## config.mk

```make
export PLATFORM = sky130hd
export DESIGN_NAME = ttce_cursor
export DESIGN_NICKNAME = d
export VERILOG_FILES = /design/src/design/ttce_pkg.sv /design/src/design/ttce_cursor.sv
export SDC_FILE = /design/constraint.sdc
export NUM_CORES = 1
export LEC_CHECK = 0
export BUFFER_PORTS_ARGS = -buffer_cell sky130_fd_sc_hd__buf_2
export CORE_UTILIZATION = 35
export DETAILED_ROUTE_END_ITERATION = 12
export PLACE_DENSITY_LB_ADDON = 0.05
export SLEW_MARGIN = 20
export SYNTH_ARGS = -nofsm -noshare
export SYNTH_HDL_FRONTEND = slang
export SYNTH_SLANG_ARGS = --single-unit
```

## constraint.sdc

```tcl
create_clock -name vclk -period 1.7
set_input_delay 0.085 -clock vclk [all_inputs]
set_output_delay 0.085 -clock vclk [all_outputs]
set_load 0.05 [all_outputs]
```

## src/design/ttce_pkg.sv

```systemverilog
// shared types and constants for the text terminal cursor engine
// no dependencies
`default_nettype none

package ttce_pkg;

  localparam int COL_W  = 7;
  localparam int ROW_W  = 5;
  localparam int CHAR_W = 8;
  localparam int CLR_W  = 4;
  localparam int CELL_W = CHAR_W + 2 * CLR_W;
  localparam int OP_W   = 2;
  localparam int CFG_IDX_W = 1;

  localparam int DEFAULT_COLS = 80;
  localparam int DEFAULT_ROWS = 25;

  localparam logic [OP_W-1:0] OP_PUT   = 2'd0;
  localparam logic [OP_W-1:0] OP_CLEAR = 2'd1;
  localparam logic [OP_W-1:0] OP_READ  = 2'd2;

  localparam logic [CFG_IDX_W-1:0] REG_BG = 1'd0;
  localparam logic [CFG_IDX_W-1:0] REG_FG = 1'd1;

  localparam logic [CLR_W-1:0] BG_RESET = 4'd0;
  localparam logic [CLR_W-1:0] FG_RESET = 4'd7;

  localparam logic [CHAR_W-1:0] CH_BS    = 8'h08;
  localparam logic [CHAR_W-1:0] CH_TAB   = 8'h09;
  localparam logic [CHAR_W-1:0] CH_LF    = 8'h0A;
  localparam logic [CHAR_W-1:0] CH_CR    = 8'h0D;
  localparam logic [CHAR_W-1:0] CH_SPACE = 8'h20;
  localparam logic [CHAR_W-1:0] CH_DEL   = 8'h7F;

  localparam int TAB_STEP = 8;

  typedef struct packed {
    logic [COL_W-1:0] col;
    logic [ROW_W-1:0] row;
    logic             wr_cell;
    logic             scroll;
  } cursor_upd_t;

endpackage

`default_nettype wire

```

## src/design/ttce_cursor.sv

```systemverilog
// next cursor position for one put byte
// depends on ttce_pkg
`default_nettype none

module ttce_cursor #(
  parameter int COLS = ttce_pkg::DEFAULT_COLS,
  parameter int ROWS = ttce_pkg::DEFAULT_ROWS
) (
  input  wire logic [ttce_pkg::COL_W-1:0]  col,
  input  wire logic [ttce_pkg::ROW_W-1:0]  row,
  input  wire logic [ttce_pkg::CHAR_W-1:0] ch,
  output ttce_pkg::cursor_upd_t            upd
);

  localparam logic [ttce_pkg::COL_W-1:0] COL_LAST = ttce_pkg::COL_W'(COLS - 1);
  localparam logic [ttce_pkg::ROW_W-1:0] ROW_LAST = ttce_pkg::ROW_W'(ROWS - 1);

  logic [ttce_pkg::COL_W:0] tab_pos;
  logic                     adv_row;

  always_comb begin
    tab_pos = ({1'b0, col} + (ttce_pkg::COL_W+1)'(ttce_pkg::TAB_STEP))
              & ~(ttce_pkg::COL_W+1)'(ttce_pkg::TAB_STEP - 1);
    upd.col     = col;
    upd.row     = row;
    upd.wr_cell = 1'b0;
    upd.scroll  = 1'b0;
    adv_row     = 1'b0;
    case (ch) inside
      ttce_pkg::CH_BS: begin
        if (col != '0) begin
          upd.col = col - 1'b1;
        end
      end
      ttce_pkg::CH_TAB: begin
        if (tab_pos > {1'b0, COL_LAST}) begin
          upd.col = COL_LAST;
        end else begin
          upd.col = tab_pos[ttce_pkg::COL_W-1:0];
        end
      end
      ttce_pkg::CH_LF: begin
        upd.col = '0;
        adv_row = 1'b1;
      end
      ttce_pkg::CH_CR: begin
        upd.col = '0;
      end
      [ttce_pkg::CH_SPACE:ttce_pkg::CH_DEL]: begin
        upd.wr_cell = 1'b1;
        if (col == COL_LAST) begin
          upd.col = '0;
          adv_row = 1'b1;
        end else begin
          upd.col = col + 1'b1;
        end
      end
      default: begin
      end
    endcase
    if (adv_row) begin
      if (row == ROW_LAST) begin
        upd.col    = '0;
        upd.row    = ROW_LAST;
        upd.scroll = 1'b1;
      end else begin
        upd.row = row + 1'b1;
      end
    end
  end

endmodule

`default_nettype wire

```

==> metrics.csv <==
metric,value,unit
status,finished clean,
Stages on worst setup path,10,
leakage,0.689,nW
signal arrival time at the worst endpoint,1.57,ns
total length of routed wires,2.91,mm
timing startpoint of the critical path,col[3],
number of detailed-routing iterations run before antenna repair,4,
"Worst Path Class, Setup",in2out,
Storage cell area,0,um2
layout net count,214,
largest family of logic cells by synthesized area,simple AND/OR/NAND/NOR gates,
Pwr per Cell Area,271,nW/um2
Crit. End Element,output port,
final count of hold timing violations,0,
area fraction in compound gates after synthesis,27.6,%
Slew @ Worst Pin,0.299,ns
type of the worst min-delay path,in2out,
busiest layer in global routing,met2,
number of clock buffer instances in the layout,0,
netlist area before placement,848,um2
DRT antenna net count,0,
synthesized instance count,122,
antenna violations before repair,0,
proportion of layout cells with a drive suffix above 1,59.5,%
area growth from synthesis to layout,87.9,%
required arrival time at the worst endpoint,1.62,ns
Post-Synthesis Net Count,149,
Tmin final,1.66,ns
sequential-to-total area share from yosys stat,0,%
Max rail drop VDD,182,uV
max-slew violation count,0,
first-pass GRT wire length,4.28,mm
fin area,1590,um2
total vias in the final route,1142,
sequence of cells on the critical path,buf_8 > inv_4 > ha_4 > nand2b_4 > a31oi_4 > nor3_4 > buf_6 > a311oi_4 > o32ai_4 > buf_6,
part of the cycle the worst path needs,97.5,%
GR Layer Usage met2,36.6,%
highest attainable clock frequency,604,MHz
Top-Level Pins,34,
number of global-route vias before repair,1052,
pin count of the biggest net entering global routing,11,
most common cell type on the critical path,buf_6,
Hold Buf Count CTS,0,
worst-case headroom to the max-slew limit,79.9,%
slowest cell delay on critical path,0.27,ns
count of final setup violators,0,
Area after DPL,1350,um2
ant diodes,0,
mux contribution to synthesized area,6.05,%
Worst path slowest cell,o32ai_4,
post-synthesis simple-gate area fraction,33.9,%
count of buffers from port buffering,34,
Maximum Capacitance Violations,0,
synthesized area divided by synthesized cell count,6.95,um2
area of the die,2620,um2
number of DRC violations after detailed routing,0,
starting density of the core,37.6,%
GR Overflow Total,0,
setup repair after global routing missed its margin,yes,
count of synthesis-stage warnings from yosys,0,
count of routing violations after the opening detailed-route iteration,31,
Avg Vias per Cell,5.36,
crit path buf inv count,4,
Die Width,51.2,um
core footprint,2250,um2
final core utilization,70.7,%
flip-flop and latch count,0,
total routing usage reported by global routing,20.5,%
met1 global-route usage,28.2,%
kind of start point of the critical path,input pin,
setup total negative slack,0,ns
M3 GR Usage,0.298,%
adder-cell share of the synthesized area,10.3,%
number of distinct library cells after synthesis,44,
number of standard-cell rows in the floorplan,17,
number of cells on the worst hold path,3,
final weighted congestion in routability-driven placement,0.801,
overall die height,51.2,um
end point of the critical path,upd[10],
Top delay family on crit path,compound AO/OA/AOI/OAI gates,
synthesized-area fraction occupied by xor and xnor cells,10.3,%
Crit Path Max Fanout,4,
wire length per cell,13.7,um
DP HPWL,2.24,mm
Filler Cell Count,187,
placed cells by master, fill, tap and decap left out, drive strengths merged, types with 2 or more instances in the layout:
| cell | netlist | routed |
|---|---|---|
| buf | 7 | 70 |
| nand2 | 12 | 12 |
| nor2 | 9 | 9 |
| o21ai | 9 | 9 |
| inv | 8 | 8 |
| xnor2 | 8 | 8 |
| a21oi | 7 | 7 |
| ha | 7 | 7 |
| nand3 | 5 | 5 |
| nand4 | 4 | 4 |
| mux2i | 4 | 4 |
| nor3 | 4 | 4 |
| and3 | 3 | 3 |
| a31oi | 3 | 3 |
| a221oi | 3 | 3 |
| xor2 | 2 | 2 |
| nor2b | 2 | 2 |
| o32ai | 2 | 2 |
| o21a | 2 | 2 |
| nor3b | 2 | 2 |
| and2 | 2 | 2 |
| nand2b | 2 | 2 |
final cells by class:
| type | count | area [um2] | area share, % |
|---|---|---|---|
| timing repair buffer | 71 | 531 | 33.3 |
| inverter | 8 | 35.0 | 2.20 |
| multi-input combinational | 106 | 993 | 62.3 |
| tap | 28 | 35.0 | 2.20 |
kinds of logic (layout without fill, tap and decap cells):
family,after synthesis,count (layout)
AOI/OAI and AO/OA,35,35
buffers and inverters,16,79
muxes,5,5
xor gates and xnor gates,10,10
adders and majority gates,7,7
and+or+nand+nor,49,49
cells in the mapped netlist (2+ instances only):
library cell / number / share of area (%)
a21oi_1: 6 / 3.5
a221oi_1: 3 / 3.1
a31oi_1: 3 / 2.2
and3_1: 2 / 1.5
buf_2: 3 / 1.8
buf_6: 3 / 4.0
ha_1: 7 / 10
inv_1: 8 / 3.5
mux2i_1: 4 / 4.7
nand2_1: 12 / 5.3
nand2b_1: 2 / 1.5
nand3_1: 5 / 2.9
nand4_1: 4 / 2.9
nor2_1: 9 / 4.0
nor2b_1: 2 / 1.5
nor3_1: 3 / 1.8
o21a_1: 2 / 1.8
o21ai_0: 9 / 5.3
o32ai_1: 2 / 2.1
xnor2_1: 8 / 8.3
xor2_1: 2 / 2.1
layer usage:
metal  wire length, um  vias to the layer above
li1                  -                      571
met1              1330                      531
met5                 0                        -
met3                98                        2
met2              1460                       38
met4                19                        0
where the power goes:
group / internal [W] / switching (W)
logic: 0.000189 / 0.000243
registers: 0 / 0
clock network: 0 / 0
tightest hold or removal path, cell delays in order:
cell and delay [ns]:
buf_2 0.12, xnor2_2 0.06, buf_6 0.15
worst min-delay path by stage:
stage / to / startpoint / slack (ns)
after global routing: upd[5] / row[3] / 0.52
after floorplan: upd[4] / row[2] / 0.36
after global placement: upd[6] / row[4] / 0.54
after detailed placement: upd[6] / row[4] / 0.55
final: upd[5] / row[3] / 0.50
after CTS: upd[5] / row[3] / 0.52
stage by stage:
stage                     hold slack (ns)  power, W  worst slack, ns  cells
after floorplan                     0.360  0.000243           -0.299    122
after global placement              0.541  0.000348           -0.126    209
after detailed placement            0.547  0.000353           -0.157    209
after CTS                           0.515  0.000385          -0.0530    210
after global routing                0.519  0.000457          -0.0309    213
final                               0.501  0.000432           0.0433    213
repair_timing:
action,4_1_cts,5_1_grt
endpoints found under the hold margin,0,0
buffers inserted,1,4
pin swaps,4,9
endpoints found under the setup margin,12,13
resized for setup,25,38
No activity file was read; power rests on OpenSTA's default activity.
