<file path="src/design/ttce_pkg.sv">
// shared types and constants for the text terminal cursor engine
// no dependencies
`default_nettype none

package ttce_pkg;

  localparam int COL_W  = 7;
  localparam int ROW_W  = 5;
  localparam int CHAR_W = 8;
  localparam int CLR_W  = 4;
  localparam int CELL_W = CHAR_W + 2 * CLR_W;
  localparam int OP_W   = 2;
  localparam int CFG_IDX_W = 1;

  localparam int DEFAULT_COLS = 80;
  localparam int DEFAULT_ROWS = 25;

  localparam logic [OP_W-1:0] OP_PUT   = 2'd0;
  localparam logic [OP_W-1:0] OP_CLEAR = 2'd1;
  localparam logic [OP_W-1:0] OP_READ  = 2'd2;

  localparam logic [CFG_IDX_W-1:0] REG_BG = 1'd0;
  localparam logic [CFG_IDX_W-1:0] REG_FG = 1'd1;

  localparam logic [CLR_W-1:0] BG_RESET = 4'd0;
  localparam logic [CLR_W-1:0] FG_RESET = 4'd7;

  localparam logic [CHAR_W-1:0] CH_BS    = 8'h08;
  localparam logic [CHAR_W-1:0] CH_TAB   = 8'h09;
  localparam logic [CHAR_W-1:0] CH_LF    = 8'h0A;
  localparam logic [CHAR_W-1:0] CH_CR    = 8'h0D;
  localparam logic [CHAR_W-1:0] CH_SPACE = 8'h20;
  localparam logic [CHAR_W-1:0] CH_DEL   = 8'h7F;

  localparam int TAB_STEP = 8;

  typedef struct packed {
    logic [COL_W-1:0] col;
    logic [ROW_W-1:0] row;
    logic             wr_cell;
    logic             scroll;
  } cursor_upd_t;

endpackage

`default_nettype wire

</file>
<file path="src/design/ttce_ctrl.sv">
// item sequencer: screen store addressing, clearing sweeps, scroll by row offset
// depends on ttce_pkg; drives ttce_ram and uses ttce_cursor results
`default_nettype none

module ttce_ctrl #(
  parameter int COLS = ttce_pkg::DEFAULT_COLS,
  parameter int ROWS = ttce_pkg::DEFAULT_ROWS,
  parameter int CW   = $clog2(COLS),
  parameter int RW   = $clog2(ROWS)
) (
  input  wire logic                         clk,
  input  wire logic                         rst,
  input  wire logic                         in_valid,
  output logic                              in_ready,
  input  wire logic [ttce_pkg::OP_W-1:0]    operation,
  input  wire logic [ttce_pkg::CHAR_W-1:0]  char_code,
  input  wire logic [ttce_pkg::COL_W-1:0]   read_col,
  input  wire logic [ttce_pkg::ROW_W-1:0]   read_row,
  output logic                              out_valid,
  input  wire logic                         out_ready,
  output logic      [ttce_pkg::COL_W-1:0]   cursor_col,
  output logic      [ttce_pkg::ROW_W-1:0]   cursor_row,
  output logic                              scrolled,
  output logic      [ttce_pkg::CHAR_W-1:0]  cell_char,
  output logic      [ttce_pkg::CLR_W-1:0]   cell_fg,
  output logic      [ttce_pkg::CLR_W-1:0]   cell_bg,
  input  wire logic [ttce_pkg::CLR_W-1:0]   bg_colour,
  input  wire logic [ttce_pkg::CLR_W-1:0]   fg_colour,
  output logic      [ttce_pkg::COL_W-1:0]   cur_col,
  output logic      [ttce_pkg::ROW_W-1:0]   cur_row,
  output logic      [ttce_pkg::CHAR_W-1:0]  cur_char,
  input  wire ttce_pkg::cursor_upd_t        upd,
  output logic                              ram_we,
  output logic      [CW+RW-1:0]             ram_waddr,
  output logic      [ttce_pkg::CELL_W-1:0]  ram_wdata,
  output logic      [CW+RW-1:0]             ram_raddr,
  input  wire logic [ttce_pkg::CELL_W-1:0]  ram_rdata
);

  typedef enum logic [2:0] {
    S_SWEEP,
    S_IDLE,
    S_EXEC,
    S_RDWAIT,
    S_DONE
  } state_t;

  localparam logic [RW:0]   ROWS_W   = (RW+1)'(ROWS);
  localparam logic [RW-1:0] ROW_LAST = RW'(ROWS - 1);
  localparam logic [CW-1:0] COL_LAST = CW'(COLS - 1);

  state_t                          state;
  logic   [ttce_pkg::OP_W-1:0]     op_q;
  logic   [ttce_pkg::COL_W-1:0]    rcol_q;
  logic   [ttce_pkg::ROW_W-1:0]    rrow_q;
  logic   [RW-1:0]                 top;
  logic   [RW-1:0]                 sweep_row;
  logic   [CW-1:0]                 sweep_col;
  logic                            sweep_all;
  logic                            boot;
  logic                            scr_flag;
  logic   [ttce_pkg::CELL_W-1:0]   cell_q;

  logic   [RW-1:0]                 map_row;
  logic   [RW:0]                   row_sum;
  logic   [RW-1:0]                 phys_row;
  logic                            rd_in_range;
  logic   [ttce_pkg::CELL_W-1:0]   blank;

  assign in_ready = (state == S_IDLE);
  assign blank    = {bg_colour, fg_colour, ttce_pkg::CH_SPACE};

  always_comb begin
    map_row = (op_q == ttce_pkg::OP_READ) ? rrow_q[RW-1:0] : cur_row[RW-1:0];
    row_sum = {1'b0, map_row} + {1'b0, top};
    if (row_sum >= ROWS_W) begin
      phys_row = RW'(row_sum - ROWS_W);
    end else begin
      phys_row = row_sum[RW-1:0];
    end
    rd_in_range = ({1'b0, rcol_q} < (ttce_pkg::COL_W+1)'(COLS))
                  && ({1'b0, rrow_q} < (ttce_pkg::ROW_W+1)'(ROWS));
  end

  always_comb begin
    ram_we    = 1'b0;
    ram_waddr = {phys_row, cur_col[CW-1:0]};
    ram_wdata = {bg_colour, fg_colour, cur_char};
    ram_raddr = {phys_row, rcol_q[CW-1:0]};
    if (state == S_SWEEP) begin
      ram_we    = 1'b1;
      ram_waddr = {sweep_row, sweep_col};
      ram_wdata = blank;
    end else if (state == S_EXEC && op_q == ttce_pkg::OP_PUT && upd.wr_cell) begin
      ram_we = 1'b1;
    end
  end

  always_ff @(posedge clk) begin
    if (rst) begin
      state     <= S_SWEEP;
      out_valid <= 1'b0;
      cur_col   <= '0;
      cur_row   <= '0;
      top       <= '0;
      sweep_row <= '0;
      sweep_col <= '0;
      sweep_all <= 1'b1;
      boot      <= 1'b1;
      scr_flag  <= 1'b0;
    end else begin
      if (out_valid && out_ready && state != S_DONE) begin
        out_valid <= 1'b0;
      end
      case (state)
        S_SWEEP: begin
          if (sweep_col == COL_LAST) begin
            sweep_col <= '0;
            if (sweep_all && sweep_row != ROW_LAST) begin
              sweep_row <= sweep_row + 1'b1;
            end else begin
              boot  <= 1'b0;
              state <= boot ? S_IDLE : S_DONE;
            end
          end else begin
            sweep_col <= sweep_col + 1'b1;
          end
        end
        S_IDLE: begin
          if (in_valid) begin
            op_q     <= operation;
            cur_char <= char_code;
            rcol_q   <= read_col;
            rrow_q   <= read_row;
            state    <= S_EXEC;
          end
        end
        S_EXEC: begin
          scr_flag <= (op_q == ttce_pkg::OP_PUT) && upd.scroll;
          cell_q   <= '0;
          case (op_q)
            ttce_pkg::OP_PUT: begin
              cur_col  <= upd.col;
              cur_row  <= upd.row;
              if (upd.scroll) begin
                // old top row becomes the new bottom row
                top       <= (top == ROW_LAST) ? '0 : top + 1'b1;
                sweep_row <= top;
                sweep_col <= '0;
                sweep_all <= 1'b0;
                state     <= S_SWEEP;
              end else begin
                state <= S_DONE;
              end
            end
            ttce_pkg::OP_CLEAR: begin
              cur_col   <= '0;
              cur_row   <= '0;
              top       <= '0;
              sweep_row <= '0;
              sweep_col <= '0;
              sweep_all <= 1'b1;
              state     <= S_SWEEP;
            end
            ttce_pkg::OP_READ: begin
              state <= S_RDWAIT;
            end
            default: begin
              state <= S_DONE;
            end
          endcase
        end
        S_RDWAIT: begin
          cell_q <= rd_in_range ? ram_rdata : '0;
          state  <= S_DONE;
        end
        S_DONE: begin
          if (!out_valid || out_ready) begin
            out_valid  <= 1'b1;
            cursor_col <= cur_col;
            cursor_row <= cur_row;
            scrolled   <= scr_flag;
            cell_char  <= cell_q[ttce_pkg::CHAR_W-1:0];
            cell_fg    <= cell_q[ttce_pkg::CHAR_W +: ttce_pkg::CLR_W];
            cell_bg    <= cell_q[ttce_pkg::CHAR_W+ttce_pkg::CLR_W +: ttce_pkg::CLR_W];
            state      <= S_IDLE;
          end
        end
        default: begin
          state <= S_IDLE;
        end
      endcase
    end
  end

endmodule

`default_nettype wire

</file>
<file path="config.mk">
export PLATFORM = sky130hd
export DESIGN_NAME = ttce_ctrl
export DESIGN_NICKNAME = d
export VERILOG_FILES = /design/src/design/ttce_pkg.sv /design/src/design/ttce_ctrl.sv
export SDC_FILE = /design/constraint.sdc
export NUM_CORES = 1
export LEC_CHECK = 0
export BUFFER_PORTS_ARGS = -buffer_cell sky130_fd_sc_hd__buf_2
export CORE_MARGIN = 4
export CORE_UTILIZATION = 47
export DETAILED_ROUTE_END_ITERATION = 10
export PLACE_DENSITY = 0.8
export RECOVER_POWER = 100
export SLEW_MARGIN = 20
export SYNTH_ARGS = -nofsm -noshare
export SYNTH_HDL_FRONTEND = slang
export SYNTH_SLANG_ARGS = --single-unit
</file>
<file path="constraint.sdc">
create_clock -name clk -period 4.1 [get_ports clk]
set_input_delay 0.41 -clock clk [delete_from_list [all_inputs] [get_ports clk]]
set_output_delay 0.41 -clock clk [all_outputs]
set_load 0.05 [all_outputs]
</file>
==> run summary <==
Commonest non-fill, non-tap cell in the layout: buf_2
Post-Syn Instances: 481
DRT antenna net count: 0
Slew HR: -52.7%
Seq cells post-synth: 103
Slowest CP cell: fa_2
CTS root buf: clkbuf_8
Layout cell share with drive strength beyond 1: 25.9%
Clock transition at the registers of the reported paths: 0.10 ns
Port bufs: 139
Final worst clock skew: 0.0139 ns
Worst hold path depth: 1
Die footprint: 0.0125 mm²
Initial DRC Count: 395
Yosys warning total: 0
Maximum clock rate: 249 MHz
Die width: 112 µm
Commonest cells after routing, fill and taps aside: 76 x buf_2, 67 x edfxtp_1, 60 x clkbuf_1, 43 x a21oi_1, 38 x nand2_1
Rows: 37
Sequential fraction of the synthesis area: 53.9%
Avg Inst Size Synth: 10.5 µm²
CTS H-tree lvls: 3
Starting density of the core: 48.7%
Synth area leaders: edfxtp_1 40%, dfxtp_1 14%, a21oi_1 4.2%, ha_1 3.9%, and2_1 3.1%
Clk sinks: 103
Drt pass-1 iters: 5
Fraction of the cycle the final worst path needs: 97.8%
# fillers: 911
Proportion of netlist area held by the largest area contributor: 39.7%
Initial antenna violation count: 0
Final Power: 0.00178 W
Mapped cell area: 0.00507 mm²
Highest cell delay on the worst timing path: 0.54 ns
Final design utilization: 60.2%
Worst reg2reg path startpoint: op_q[0]$_DFFE_PP_
Post-detail-place hpwl: 9070 µm
Layout Nets: 701
RD Place Congestion: 0.859
Critical path endpoint category: output port
Max cap viols: 1
Reg-to-reg critical path endpoint: sweep_row[0]$_SDFFE_PP0P_
Crit-path cells: ha_4, mux2_4, ha_4, fa_2, inv_2, ha_2, nor3b_4, buf_6, buf_4, nor4_1, a211oi_2, xnor2_2, buf_4
Fin. Hold Viols: 0
Multi-input gate area: 0.00231 mm²
Library cells used by synthesis: 66
Status: finished with violations
Pre-CTS setup slack: 0.0469 ns
Worst path top cell family by delay: adder cells
Main flop type after synthesis: edfxtp_1
Yosys top cell by area: edfxtp_1
Tmin final: 4.01 ns
Max Root-Sink Buffers: 2
Violated checks: capacitance limit, slew limit
CP max FO: 4
Setup TNS: 0 ns
Largest net degree at the start of global routing: 34
Vias in the first global route: 3985
Worst Path Required: 3.69 ns
First-pass GRT wire length: 20100 µm
Buf+Inv Stages, Crit Path: 4
Critical Path AT: 3.60 ns
Post-synth EDFFs: 67
Pwr Density: 283 mW/mm²
Vias per Instance: 5.63
Wirelength, routed: 12900 µm
Leakage: 2.41 nW
# IOs: 156
Routed len/inst: 16.9 µm
Via count: 4288
Syn nets: 562
Hold EP: cur_char[7]$_DFFE_PP_
Final setup margin: 0.0907 ns
Worst path depth: 13
Worst IR drop on VDD: 216 µV
FF-to-FF path depth: 9
Area Overhead vs Synth: 23.7%
R2R setup slack: 0.93 ns
Fin. max-slew vios: 17
Clock latency on the worst-skew pair: 0.37 ns
Core area: 0.0104 mm²
Worst Setup Start Kind: register
CTS tree: done
Register area: 0.00273 mm²
Worst Tran Pin Value: 2.29 ns
Kind of critical path: register to output port
Asr flop ratio synth: 0%
Die Height: 112 µm
N_diodes: 0
CTS Buf Count: 9
DRC: 0
Min-delay worst type: input pin to register
Worst Min Path Start: char_code[7]
GR Overflow Total: 0
Gr usage total: 19.8%
Setup violations, final: 0
-- state kept, by name, summed over array words and instances, names as in the netlist, 2 cells and up --
name,flops
cursor_col,7
rrow_q,5
sweep_row,5
cur_row,5
cur_col,7
rcol_q,7
sweep_col,7
top,5
cell_bg,4
cursor_row,5
cur_char,8
cell_fg,4
state,3
cell_char,8
cell_q,16
op_q,2
-- timing repair --
item	in CTS	in global routing
resized for setup	22	19
buffers inserted	10	2
cloned	1	1
pin swaps	5	6
setup endpoints to repair	9	10
hold buffers	0	0
-- routing by layer --
layer	GRT usage, %	part of all wire [%]	up-vias
met4	6.00	1.1	0
li1	-	-	2027
met2	32.0	48	184
met1	25.9	42	2062
met3	5.65	8.2	15
met5	0	0	-
-- synthesized netlist by cell type (all sizes together), types with 7 or more instances --
cell	count
edfxtp	67
a21oi	44
nand2	39
nor2	38
dfxtp	36
and2	25
clkbuf	24
o21ai	20
nand3	18
nand2b	17
ha	16
inv	14
buf	11
nand4	10
a31oi	7
-- cells by family after synthesis --
family | count (synthesis) | share of synthesized area (%)
buf+inv | 49 | 4.42
fa+ha+maj | 17 | 4.34
xor+xnor | 12 | 2.22
compound gates | 110 | 14.6
simple gates | 181 | 18.5
flops | 103 | 53.9
mux | 9 | 2.00
-- power by group --
part	internal [W]	switching [W]	total (W)
combinational	0.0000330	0.0000469	0.0000799
sequential	0.00110	0.00000528	0.00110
clock	0.000231	0.000364	0.000594
total	0.00136	0.000416	0.00178
-- worst max-delay path by stage --
stage / startpoint / end
final: op_q[1]$_DFFE_PP_ / ram_raddr[10]
after global routing: op_q[0]$_DFFE_PP_ / ram_raddr[10]
after CTS: op_q[0]$_DFFE_PP_ / ram_raddr[10]
after detailed placement: op_q[0]$_DFFE_PP_ / ram_raddr[9]
after global placement: op_q[0]$_DFFE_PP_ / ram_raddr[8]
after floorplan: op_q[0]$_DFFE_PP_ / ram_raddr[7]
-- through the flow --
stage	instance area, µm²	hold WS, ns	instances
floorplan	5120	0.400	481
global placement	5910	0.402	731
detailed placement	5910	0.405	731
CTS	6260	0.194	758
global route	6270	0.189	761
finish	6270	0.209	761
-- layout make-up --
type / instances / area share, %
Timing Repair Buffer: 162 / 13.2
Sequential cell: 103 / 43.6
Inverter: 14 / 0.838
Multi-Input combinational cell: 330 / 36.8
Clock buffer: 10 / 2.03
Clock inverter: 6 / 0.858
Tap cell: 136 / 2.71
(Power assumes the default switching activity.)
